<file path="src/hdl/ipv4_receive_header_check_top_macros.svh">
// ----------------------------------------------------------------------------
// IPv4 receive header check - assertion macros
// Concurrent check helpers; they compile away when SYNTH is defined.
// ----------------------------------------------------------------------------
`ifndef IPV4_RECEIVE_HEADER_CHECK_TOP_MACROS_SVH
`define IPV4_RECEIVE_HEADER_CHECK_TOP_MACROS_SVH

`ifndef SYNTH
// same-cycle implication
`define IPV4RHC_ASSERT_IMP(lbl, clk, rst, ante, cons) \
   lbl: assert property (@(posedge clk) disable iff (rst) (ante) |-> (cons)) \
      else $error("ipv4rhc check failed");
// next-cycle implication
`define IPV4RHC_ASSERT_NXT(lbl, clk, rst, ante, cons) \
   lbl: assert property (@(posedge clk) disable iff (rst) (ante) |=> (cons)) \
      else $error("ipv4rhc check failed");
`else
`define IPV4RHC_ASSERT_IMP(lbl, clk, rst, ante, cons)
`define IPV4RHC_ASSERT_NXT(lbl, clk, rst, ante, cons)
`endif

`endif

</file>
<file path="src/hdl/ipv4rhc_pkg.sv">
// ----------------------------------------------------------------------------
// IPv4 receive header check - package
// Shared constants, verdict codes and the per-packet summary record.
// ----------------------------------------------------------------------------
`timescale 1ns / 1ps

package ipv4rhc_pkg;

   localparam int QUEUE_DEPTH    = 4;
   localparam int RSP_DATA_WIDTH = 104;
   localparam int CSR_INDEX_WIDTH = 1;

   localparam logic [15:0] MIN_HEADER_BYTES = 16'd20;
   localparam logic [3:0]  HDR_VERSION_IPV4 = 4'd4;
   localparam logic [31:0] BROADCAST_ADDR   = 32'hFFFF_FFFF;
   localparam logic [15:0] POS_MAX          = 16'hFFFF;
   localparam logic [15:0] CSUM_GOOD        = 16'hFFFF;
   localparam logic [7:0]  PROTO_ICMP       = 8'd1;
   localparam logic [7:0]  PROTO_TCP        = 8'd6;
   localparam logic [7:0]  PROTO_UDP        = 8'd17;

   localparam logic [CSR_INDEX_WIDTH-1:0] CSR_LOCAL_ADDRESS     = 1'b0;
   localparam logic [CSR_INDEX_WIDTH-1:0] CSR_INTERFACE_PRESENT = 1'b1;

   typedef enum logic [3:0] {
      VERDICT_ICMP      = 4'd0,
      VERDICT_TCP       = 4'd1,
      VERDICT_UDP       = 4'd2,
      VERDICT_UNKNOWN   = 4'd3,
      VERDICT_SHORT     = 4'd4,
      VERDICT_VERSION   = 4'd5,
      VERDICT_HDR_LEN   = 4'd6,
      VERDICT_TOTAL_LEN = 4'd7,
      VERDICT_CHECKSUM  = 4'd8,
      VERDICT_NOT_MINE  = 4'd9,
      VERDICT_NO_IFACE  = 4'd10
   } verdict_type;

   // everything the back end needs to judge one finished packet
   typedef struct packed {
      logic [7:0]  ver_ihl;
      logic [15:0] dgram_len;
      logic [7:0]  protocol;
      logic [31:0] src_addr;
      logic [31:0] dst_addr;
      logic [15:0] csum;
      logic [15:0] pkt_len;
   } pkt_summary_type;

   typedef struct packed {
      logic full;
      logic empty;
   } queue_status_type;

   typedef struct packed {
      logic [31:0] local_addr;
      logic        iface_present;
   } cfg_type;

endpackage

</file>
<file path="src/hdl/ipv4_receive_header_check_top.sv">
// ----------------------------------------------------------------------------
// IPv4 receive header check - top level
// Byte-stream IPv4 header validation with one verdict beat per packet.
// ----------------------------------------------------------------------------
// The block takes one packet byte per clock on the req_ stream (tlast marks
// the final byte) and returns one verdict beat per packet on the rsp_ stream;
// rsp_tvalid rises once the summary has passed the queue into the verdict
// output register. Byte capture and the running ones-complement header sum keep
// pace in the front end, so the sustained rate is one byte per clock with no gap
// between packets while the queue is not full. Summaries of finished packets
// wait in a QUEUE_DEPTH-entry queue in front of the verdict stage; req_tready
// drops only when that queue is full, which takes a stall on the rsp_ side.
// The user writes configuration via csr_ while idle; the block does not check.
// ----------------------------------------------------------------------------
`timescale 1ns / 1ps

module ipv4_receive_header_check_top #(
   parameter int QUEUE_DEPTH = ipv4rhc_pkg::QUEUE_DEPTH
) (
   input  logic                                      clock,
   input  logic                                      reset,
   // tdata: data_byte[7:0]
   input  logic                                      req_tvalid,
   output logic                                      req_tready,
   input  logic [7:0]                                req_tdata,
   input  logic                                      req_tlast,
   // tdata: verdict[3:0], source_address[35:4], destination_address[67:36],
   //        protocol_number[75:68], header_bytes[81:76], payload_length[97:82]
   output logic                                      rsp_tvalid,
   input  logic                                      rsp_tready,
   output logic [ipv4rhc_pkg::RSP_DATA_WIDTH-1:0]    rsp_tdata,
   input  logic                                      csr_we,
   input  logic [ipv4rhc_pkg::CSR_INDEX_WIDTH-1:0]   csr_index,
   input  logic [31:0]                               csr_data
);

   ipv4rhc_pkg::cfg_type          cfg_ff;
   ipv4rhc_pkg::queue_status_type q_status;
   ipv4rhc_pkg::pkt_summary_type  push_data;
   ipv4rhc_pkg::pkt_summary_type  pop_data;
   logic                          q_push;
   logic                          q_pop;

   always_ff @(posedge clock) begin
      if (reset) begin
         cfg_ff <= '0;
      end else if (csr_we) begin
         unique case (csr_index)
            ipv4rhc_pkg::CSR_LOCAL_ADDRESS:     cfg_ff.local_addr    <= csr_data;
            ipv4rhc_pkg::CSR_INTERFACE_PRESENT: cfg_ff.iface_present <= csr_data[0];
            default: ;
         endcase
      end
   end

   ipv4rhc_front u_front (
      .clock       (clock),
      .reset       (reset),
      .req_tvalid  (req_tvalid),
      .req_tready  (req_tready),
      .req_byte    (req_tdata),
      .req_last    (req_tlast),
      .q_status    (q_status),
      .q_push      (q_push),
      .q_push_data (push_data)
   );

   ipv4rhc_queue #(
      .DEPTH (QUEUE_DEPTH)
   ) u_queue (
      .clock     (clock),
      .reset     (reset),
      .push      (q_push),
      .push_data (push_data),
      .pop       (q_pop),
      .pop_data  (pop_data),
      .status    (q_status)
   );

   ipv4rhc_back u_back (
      .clock      (clock),
      .reset      (reset),
      .cfg        (cfg_ff),
      .q_status   (q_status),
      .q_data     (pop_data),
      .q_pop      (q_pop),
      .rsp_tvalid (rsp_tvalid),
      .rsp_tready (rsp_tready),
      .rsp_tdata  (rsp_tdata)
   );

endmodule

</file>
<file path="src/hdl/ipv4rhc_front.sv">
// ----------------------------------------------------------------------------
// IPv4 receive header check - front end
// Takes packet bytes, captures header fields, keeps the running header
// checksum and pushes a summary record on the last byte.
// ----------------------------------------------------------------------------
`timescale 1ns / 1ps
`include "ipv4_receive_header_check_top_macros.svh"

module ipv4rhc_front (
   input  logic                         clock,
   input  logic                         reset,
   input  logic                         req_tvalid,
   output logic                         req_tready,
   input  logic [7:0]                   req_byte,
   input  logic                         req_last,
   input  ipv4rhc_pkg::queue_status_type q_status,
   output logic                         q_push,
   output ipv4rhc_pkg::pkt_summary_type q_push_data
);

   logic [15:0] pos_ff,     pos_in;
   logic [7:0]  ver_ihl_ff, ver_ihl_in;
   logic [15:0] total_ff,   total_in;
   logic [7:0]  proto_ff,   proto_in;
   logic [31:0] src_ff,     src_in;
   logic [31:0] dst_ff,     dst_in;
   logic [15:0] csum_ff,    csum_in;
   logic [7:0]  pend_ff,    pend_in;

   logic        beat;
   logic [5:0]  hdr_bytes;
   logic [16:0] csum_sum;
   logic [15:0] csum_add;
   logic [15:0] pkt_len;

   assign req_tready = !q_status.full;
   assign beat       = req_tvalid && req_tready;

   always_comb begin
      ver_ihl_in = ver_ihl_ff;
      total_in   = total_ff;
      proto_in   = proto_ff;
      src_in     = src_ff;
      dst_in     = dst_ff;
      priority if (pos_ff == 16'd0) begin
         ver_ihl_in = req_byte;
      end else if (pos_ff == 16'd2) begin
         total_in = {req_byte, total_ff[7:0]};
      end else if (pos_ff == 16'd3) begin
         total_in = {total_ff[15:8], req_byte};
      end else if (pos_ff == 16'd9) begin
         proto_in = req_byte;
      end else if (pos_ff >= 16'd12 && pos_ff <= 16'd15) begin
         src_in = {src_ff[23:0], req_byte};
      end else if (pos_ff >= 16'd16 && pos_ff <= 16'd19) begin
         dst_in = {dst_ff[23:0], req_byte};
      end else begin
         // nothing captured from the other bytes
      end

      // IHL taken from this beat when it is the first byte
      hdr_bytes = {ver_ihl_in[3:0], 2'b00};

      // ones-complement add with end-around carry; low half can't overflow
      csum_sum = {1'b0, csum_ff} + {1'b0, pend_ff, req_byte};
      csum_add = csum_sum[16] ? (csum_sum[15:0] + 16'd1) : csum_sum[15:0];

      pend_in = pend_ff;
      csum_in = csum_ff;
      if (pos_ff < {10'd0, hdr_bytes}) begin
         if (!pos_ff[0]) begin
            pend_in = req_byte;
         end else begin
            csum_in = csum_add;
         end
      end

      pos_in  = (pos_ff < ipv4rhc_pkg::POS_MAX) ? pos_ff + 16'd1 : pos_ff;
      pkt_len = pos_in;

      q_push_data.ver_ihl   = ver_ihl_in;
      q_push_data.dgram_len = total_in;
      q_push_data.protocol  = proto_in;
      q_push_data.src_addr  = src_in;
      q_push_data.dst_addr  = dst_in;
      q_push_data.csum      = csum_in;
      q_push_data.pkt_len   = pkt_len;
   end

   assign q_push = beat && req_last;

   always_ff @(posedge clock) begin
      if (reset || q_push) begin
         pos_ff     <= '0;
         ver_ihl_ff <= '0;
         total_ff   <= '0;
         proto_ff   <= '0;
         src_ff     <= '0;
         dst_ff     <= '0;
         csum_ff    <= '0;
         pend_ff    <= '0;
      end else if (beat) begin
         pos_ff     <= pos_in;
         ver_ihl_ff <= ver_ihl_in;
         total_ff   <= total_in;
         proto_ff   <= proto_in;
         src_ff     <= src_in;
         dst_ff     <= dst_in;
         csum_ff    <= csum_in;
         pend_ff    <= pend_in;
      end
   end

   `IPV4RHC_ASSERT_NXT(a_front_clear, clock, reset, q_push, pos_ff == 16'd0 && csum_ff == 16'd0)

endmodule

</file>
<file path="src/hdl/ipv4rhc_queue.sv">
// ----------------------------------------------------------------------------
// IPv4 receive header check - summary queue
// Small register FIFO between front and back ends.
// ----------------------------------------------------------------------------
`timescale 1ns / 1ps
`include "ipv4_receive_header_check_top_macros.svh"

module ipv4rhc_queue #(
   parameter int DEPTH = ipv4rhc_pkg::QUEUE_DEPTH
) (
   input  logic                          clock,
   input  logic                          reset,
   input  logic                          push,
   input  ipv4rhc_pkg::pkt_summary_type  push_data,
   input  logic                          pop,
   output ipv4rhc_pkg::pkt_summary_type  pop_data,
   output ipv4rhc_pkg::queue_status_type status
);

   localparam int PTR_W = (DEPTH > 1) ? $clog2(DEPTH) : 1;
   localparam int CNT_W = $clog2(DEPTH + 1);
   localparam logic [PTR_W-1:0] LAST_SLOT = PTR_W'(DEPTH - 1);

   ipv4rhc_pkg::pkt_summary_type mem_ff [DEPTH];
   logic [PTR_W-1:0] wr_ptr_ff, wr_ptr_in;
   logic [PTR_W-1:0] rd_ptr_ff, rd_ptr_in;
   logic [CNT_W-1:0] count_ff,  count_in;

   assign status.full  = (count_ff == CNT_W'(DEPTH));
   assign status.empty = (count_ff == '0);
   assign pop_data     = mem_ff[rd_ptr_ff];

   always_comb begin
      wr_ptr_in = wr_ptr_ff;
      rd_ptr_in = rd_ptr_ff;
      count_in  = count_ff;
      if (push) begin
         wr_ptr_in = (wr_ptr_ff == LAST_SLOT) ? '0 : wr_ptr_ff + PTR_W'(1);
      end
      if (pop) begin
         rd_ptr_in = (rd_ptr_ff == LAST_SLOT) ? '0 : rd_ptr_ff + PTR_W'(1);
      end
      if (push && !pop) begin
         count_in = count_ff + CNT_W'(1);
      end else if (pop && !push) begin
         count_in = count_ff - CNT_W'(1);
      end
   end

   always_ff @(posedge clock) begin
      if (reset) begin
         wr_ptr_ff <= '0;
         rd_ptr_ff <= '0;
         count_ff  <= '0;
      end else begin
         wr_ptr_ff <= wr_ptr_in;
         rd_ptr_ff <= rd_ptr_in;
         count_ff  <= count_in;
      end
   end

   always_ff @(posedge clock) begin
      if (push) begin
         mem_ff[wr_ptr_ff] <= push_data;
      end
   end

   `IPV4RHC_ASSERT_IMP(a_queue_no_overflow, clock, reset, status.full, !push)
   `IPV4RHC_ASSERT_IMP(a_queue_no_underflow, clock, reset, status.empty, !pop)

endmodule

</file>
<file path="src/hdl/ipv4rhc_back.sv">
// ----------------------------------------------------------------------------
// IPv4 receive header check - back end
// Judges one packet summary per cycle while the output register is free or
// being taken, and holds the verdict beat there until the result side takes it.
// ----------------------------------------------------------------------------
`timescale 1ns / 1ps
`include "ipv4_receive_header_check_top_macros.svh"

module ipv4rhc_back (
   input  logic                                      clock,
   input  logic                                      reset,
   input  ipv4rhc_pkg::cfg_type                      cfg,
   input  ipv4rhc_pkg::queue_status_type             q_status,
   input  ipv4rhc_pkg::pkt_summary_type              q_data,
   output logic                                      q_pop,
   output logic                                      rsp_tvalid,
   input  logic                                      rsp_tready,
   output logic [ipv4rhc_pkg::RSP_DATA_WIDTH-1:0]    rsp_tdata
);

   logic                     valid_ff;
   ipv4rhc_pkg::verdict_type verdict_ff, verdict_in;
   logic [31:0]              src_ff;
   logic [31:0]              dst_ff;
   logic [7:0]               proto_ff;
   logic [5:0]               hdr_ff,     hdr_in;
   logic [15:0]              payload_ff, payload_in;

   logic [15:0]              hdr_wide;
   logic                     drop_beat;

   assign q_pop = !q_status.empty && (!valid_ff || rsp_tready);

   always_comb begin
      hdr_in     = {q_data.ver_ihl[3:0], 2'b00};
      hdr_wide   = {10'd0, hdr_in};
      payload_in = '0;
      priority if (q_data.pkt_len < ipv4rhc_pkg::MIN_HEADER_BYTES) begin
         verdict_in = ipv4rhc_pkg::VERDICT_SHORT;
      end else if (q_data.ver_ihl[7:4] != ipv4rhc_pkg::HDR_VERSION_IPV4) begin
         verdict_in = ipv4rhc_pkg::VERDICT_VERSION;
      end else if (hdr_wide < ipv4rhc_pkg::MIN_HEADER_BYTES || hdr_wide > q_data.pkt_len) begin
         verdict_in = ipv4rhc_pkg::VERDICT_HDR_LEN;
      end else if (q_data.dgram_len > q_data.pkt_len || q_data.dgram_len < hdr_wide) begin
         verdict_in = ipv4rhc_pkg::VERDICT_TOTAL_LEN;
      end else if (q_data.csum != ipv4rhc_pkg::CSUM_GOOD) begin
         verdict_in = ipv4rhc_pkg::VERDICT_CHECKSUM;
      end else if (q_data.dst_addr != cfg.local_addr
                   && q_data.dst_addr != ipv4rhc_pkg::BROADCAST_ADDR) begin
         verdict_in = ipv4rhc_pkg::VERDICT_NOT_MINE;
      end else if (!cfg.iface_present) begin
         verdict_in = ipv4rhc_pkg::VERDICT_NO_IFACE;
      end else begin
         payload_in = q_data.dgram_len - hdr_wide;
         priority if (q_data.protocol == ipv4rhc_pkg::PROTO_ICMP) begin
            verdict_in = ipv4rhc_pkg::VERDICT_ICMP;
         end else if (q_data.protocol == ipv4rhc_pkg::PROTO_TCP) begin
            verdict_in = ipv4rhc_pkg::VERDICT_TCP;
         end else if (q_data.protocol == ipv4rhc_pkg::PROTO_UDP) begin
            verdict_in = ipv4rhc_pkg::VERDICT_UDP;
         end else begin
            verdict_in = ipv4rhc_pkg::VERDICT_UNKNOWN;
         end
      end
   end

   always_ff @(posedge clock) begin
      if (reset) begin
         valid_ff <= 1'b0;
      end else if (q_pop) begin
         valid_ff <= 1'b1;
      end else if (rsp_tready) begin
         valid_ff <= 1'b0;
      end
   end

   always_ff @(posedge clock) begin
      if (q_pop) begin
         verdict_ff <= verdict_in;
         src_ff     <= q_data.src_addr;
         dst_ff     <= q_data.dst_addr;
         proto_ff   <= q_data.protocol;
         hdr_ff     <= hdr_in;
         payload_ff <= payload_in;
      end
   end

   assign rsp_tvalid = valid_ff;
   assign rsp_tdata  = {6'd0, payload_ff, hdr_ff, proto_ff, dst_ff, src_ff, verdict_ff};

   assign drop_beat = valid_ff && (verdict_ff >= ipv4rhc_pkg::VERDICT_SHORT);

   `IPV4RHC_ASSERT_IMP(a_back_drop_no_payload, clock, reset, drop_beat, payload_ff == 16'd0)

endmodule

</file>
<file path="config.mk">
export PLATFORM = sky130hd
export DESIGN_NAME = ipv4_receive_header_check_top
export DESIGN_NICKNAME = d
export VERILOG_FILES = /design/src/hdl/ipv4rhc_pkg.sv /design/src/hdl/ipv4_receive_header_check_top.sv /design/src/hdl/ipv4rhc_front.sv /design/src/hdl/ipv4rhc_queue.sv /design/src/hdl/ipv4rhc_back.sv
export VERILOG_INCLUDE_DIRS = /design/src /design/src/hdl
export SDC_FILE = /design/constraint.sdc
export NUM_CORES = 1
export LEC_CHECK = 0
export ABC_AREA = 1
export CAP_MARGIN = 10
export CELL_PAD_IN_SITES_DETAIL_PLACEMENT = 1
export CELL_PAD_IN_SITES_GLOBAL_PLACEMENT = 2
export CORE_ASPECT_RATIO = 0.5
export CORE_MARGIN = 3
export CORE_UTILIZATION = 45
export DETAILED_ROUTE_END_ITERATION = 10
export DONT_BUFFER_PORTS = 1
export PLACE_DENSITY = 0.82
export RECOVER_POWER = 25
export SYNTH_ARGS = -nofsm -noshare
export SYNTH_HDL_FRONTEND = slang
export SYNTH_SLANG_ARGS = --single-unit
</file>
<file path="constraint.sdc">
create_clock -name clock -period 11.9 [get_ports clock]
set_clock_uncertainty 0.1 [all_clocks]
set_input_delay 1.785 -clock clock [delete_from_list [all_inputs] [get_ports clock]]
set_output_delay 1.785 -clock clock [all_outputs]
set_load 0.005 [all_outputs]
</file>
==> impl_metrics.py <==
metrics = {
    "die": {
        "ioPinCount": 153,
        "die_y_um": 199,
        "coreArea_mm2": 0.0736,
        "die_w_um": 393,
        "initial_core_util_pct": 45.8,
        "rows": 70,
        "die_area_mm2": 0.0784,
    },
    "pwr": {
        "ir_drop_mv": 0.127,
        "p_leak_nw": 14.6,
        "power_mw": 8.84,
        "powerDensity_mw_per_mm2": 240,
    },
    "critical_path": {
        "cp.required_ns": 12.18,
        "worst_setup_path_end_kind": "flip-flop",
        "critical_path_arrival_ns": 7.62,
        "worst_setup_path_start_kind": "flip-flop",
        "crit_path_end": "u_back.payload_ff[15]$_SDFFCE_PP0P_",
        "regToRegSetupSlack_ns": 4.55,
        "reg2regPathDepth": 17,
        "crit_path_max_fanout": 84,
        "timing_worst_setup_path_type": "reg2reg",
        "r2r_end": "u_back.payload_ff[15]$_SDFFCE_PP0P_",
    },
    "synthesis": {
        "syn-instance-count": 3320,
        "avgSynthCellArea_um2": 10.1,
        "ys_async_sr_fraction_pct": 0,
        "syn_area_mm2": 0.0337,
        "synth_top_area_share_pct": 54.2,
        "synth_edf_count": 608,
        "yosys_warnings": 0,
        "ys.flop_type": "edfxtp_1",
        "synth_seq_cells": 787,
        "yosys.area.top_type": "edfxtp_1",
        "yosysSeqAreaShare_pct": 64.8,
        "synth_cell_type_count": 48,
        "synth_area_leaders": "edfxtp_1 54%, dfxtp_1 11%, nand2_1 7.5%",
    },
    "clock_network": {
        "htree_levels": 3,
        "cts_buffers": 73,
        "clkTransAtPathRegs_ns": 0.06,
        "cts_resized": 0,
        "clkLatencyLatePin_ns": 0.63,
        "cts_tree": "yes",
        "clockRootBuffer": "clkbuf_16",
        "clk_path_buf_depth": 3,
        "post-cts-setup-buffers": 0,
        "cts.sinks": 787,
        "hold_buffers": 0,
    },
    "sta": {
        "rsz0062_at_grt": "no",
        "max_freq_mhz": 136,
        "period_needed_ns": 7.35,
        "report.final.slew_viol_count": 346,
        "relSlewSlack_pct": -170,
        "fin_crit_sh_pct": 61.7,
        "finalHoldViolations": 0,
        "worst_slack_ns": 4.55,
        "setup_viol_count_final": 0,
        "tns_ns": 0,
        "worst_slew_pin_slew_ns": 4.04,
        "hold_slack_ns": 0.368,
    },
    "placement": {
        "place_congestion": 0.781,
        "port_buffers": 0,
        "post-place-ws_ns": 5.87,
        "place_area_mm2": 0.0344,
        "placed_cells": 4173,
        "post-dp-hpwl_um": 57800,
    },
    "routing": {
        "via_count": 23100,
        "viasPerCell": 5.37,
        "ant_nets": 0,
        "routed_wirelength_um": 89500,
        "drt-initial-drc-count": 1540,
        "wl_per_cell_um": 20.8,
        "drt-pass1-iter-count": 5,
        "drc": 0,
    },
    "layout": {
        "multi_input_area_mm2": 0.00961,
        "fin_area_mm2": 0.0368,
        "num-fill-cells": 8054,
        "final_util_pct": 50.0,
        "antenna_cells": 0,
        "num-nets-final": 3380,
        "area_growth_pct": 9.29,
        "register_area_mm2": 0.0218,
        "layout.cells.non_filler": 4305,
        "layout-drive-gt1-share_pct": 5.07,
    },
    "global_routing": {
        "antenna_found_initial": 5,
        "grt_pass1_wl_um": 137000,
        "grt_pass1_vias": 23700,
        "grt_usage_pct": 22.9,
        "grt_overflow_total": 0,
        "grt_max_degree": 99,
    },
    "run": {
        "maxCapViolCount": 6,
    },
    "worst_hold_path": {
        "worstHoldStart": "u_front.pend_ff[1]$_SDFFE_PP0P_",
        "hold_class": "reg2reg",
    },
    "status": {
        "violations": "max-capacitance violations, max-slew violations",
        "status": "complete, but fails checks",
    },
}
## worst min-delay path by stage
| stage | to | slack, ns | cells after the start |
|---|---|---|---|
| after CTS | u_front.pend_ff[3]$_SDFFE_PP0P_ | 0.37 | 2 |
| after global placement | u_front.pend_ff[1]$_SDFFE_PP0P_ | 0.35 | 2 |
| final | u_front.pend_ff[1]$_SDFFE_PP0P_ | 0.37 | 2 |
| after floorplan | u_front.pend_ff[0]$_SDFFE_PP0P_ | 0.34 | 2 |
| after detailed placement | u_front.pend_ff[3]$_SDFFE_PP0P_ | 0.36 | 2 |
| after global routing | cfg_ff[18]$_SDFFE_PP0P_ | 0.40 | 2 |
## synth_stat cells (2+ instances only)
cell type and number:
nor3_1 17, buf_1 13, inv_2 6, a32oi_1 8, nor2_1 327, buf_6 14, clkbuf_1 82, nand4_1 27
buf_2 32, a31oi_1 6, nor2_2 13, fa_1 3, and2_1 3, nand2_1 671, o22ai_1 38, nand3b_1 8
xnor2_1 5, a211oi_1 16, a32o_1 10, xor2_1 27, nand3_1 169, nor4_1 4, ha_1 54, o21ai_1 8
o21a_1 2, or2_2 6, o22a_1 7, o211ai_1 5, inv_1 407, buf_4 12, o21ai_0 368, edfxtp_1 608
dfxtp_1 179, a21oi_1 151
## registers in the layout, summed over array words and instances (netlist names), 8 cells and up, named ones only
| signal | flops |
|---|---|
| u_back.src_ff | 32 |
| u_back.payload_ff | 16 |
| u_front.total_ff | 16 |
| u_front.pend_ff | 8 |
| u_front.dst_ff | 32 |
| u_front.csum_ff | 16 |
| u_back.proto_ff | 8 |
| u_queue.mem_ff | 512 |
| u_front.ver_ihl_ff | 8 |
| u_front.src_ff | 32 |
| u_back.dst_ff | 32 |
| u_front.proto_ff | 8 |
| u_front.pos_ff | 16 |
| cfg_ff | 33 |
## critical path, stage by stage (launching register included)
cell      delay [ns]
dfxtp_4         0.47
inv_6           0.43
clkbuf_1        2.80
o21ai_0         0.62
nand2_1         0.36
ha_1            0.21
inv_1           0.05
fa_1            0.40
a31oi_1         0.26
nand2_1         0.10
nor2_1          0.26
nand3_1         0.19
nor2_1          0.12
nand2_1         0.07
nand2_1         0.19
nor2_2          0.10
nand3_4         0.22
nor2_1          0.08
## cell families after synthesis
| group | count (synthesis) | synth area share [%] |
|---|---|---|
| other | 1 | 0.0111 |
| XOR/XNOR | 32 | 0.832 |
| AO/OA/AOI/OAI | 625 | 10.0 |
| flip-flops | 787 | 64.8 |
| buffers and inverters | 567 | 6.88 |
| AND/OR/NAND/NOR | 1250 | 15.2 |
| adder cells (fa/ha/maj) | 57 | 2.18 |
| multiplexers | 1 | 0.0297 |
## cell usage in the layout (no fill, tap or decap), types with 54 or more instances in the layout
cell type / n
a21oi_1: 151
nand2_1: 668
nand3_1: 169
edfxtp_1: 608
ha_1: 54
inv_1: 405
nor2_1: 324
dfxtp_1: 178
o21ai_0: 368
clkbuf_16: 76
## final cells by class
cell class / instances / share of cell area (%)
Clock inverter: 37 / 1.07
Tap cell: 972 / 3.30
Inverter: 414 / 4.24
Clock buffer: 95 / 5.47
Timing Repair Buffer: 27 / 0.489
Sequential cell: 787 / 59.3
Multi-Input combinational cell: 1973 / 26.1
## power by group
| group | internal, mW | switching, mW |
|---|---|---|
| sequential | 3.55 | 0.224 |
| combinational | 0.732 | 1.94 |
| clock | 1.36 | 1.04 |
## per-layer routing
layer	wire length [um]	global-route usage [%]	up-vias	part of all wire [%]
li1	-	-	11100	-
met1	42000	31.1	11600	47
met2	42300	38.5	371	47
met3	3720	4.05	91	4.2
met4	1480	5.04	0	1.7
met5	0	0	-	0
Note: power is estimated with default switching activity, not from simulation.
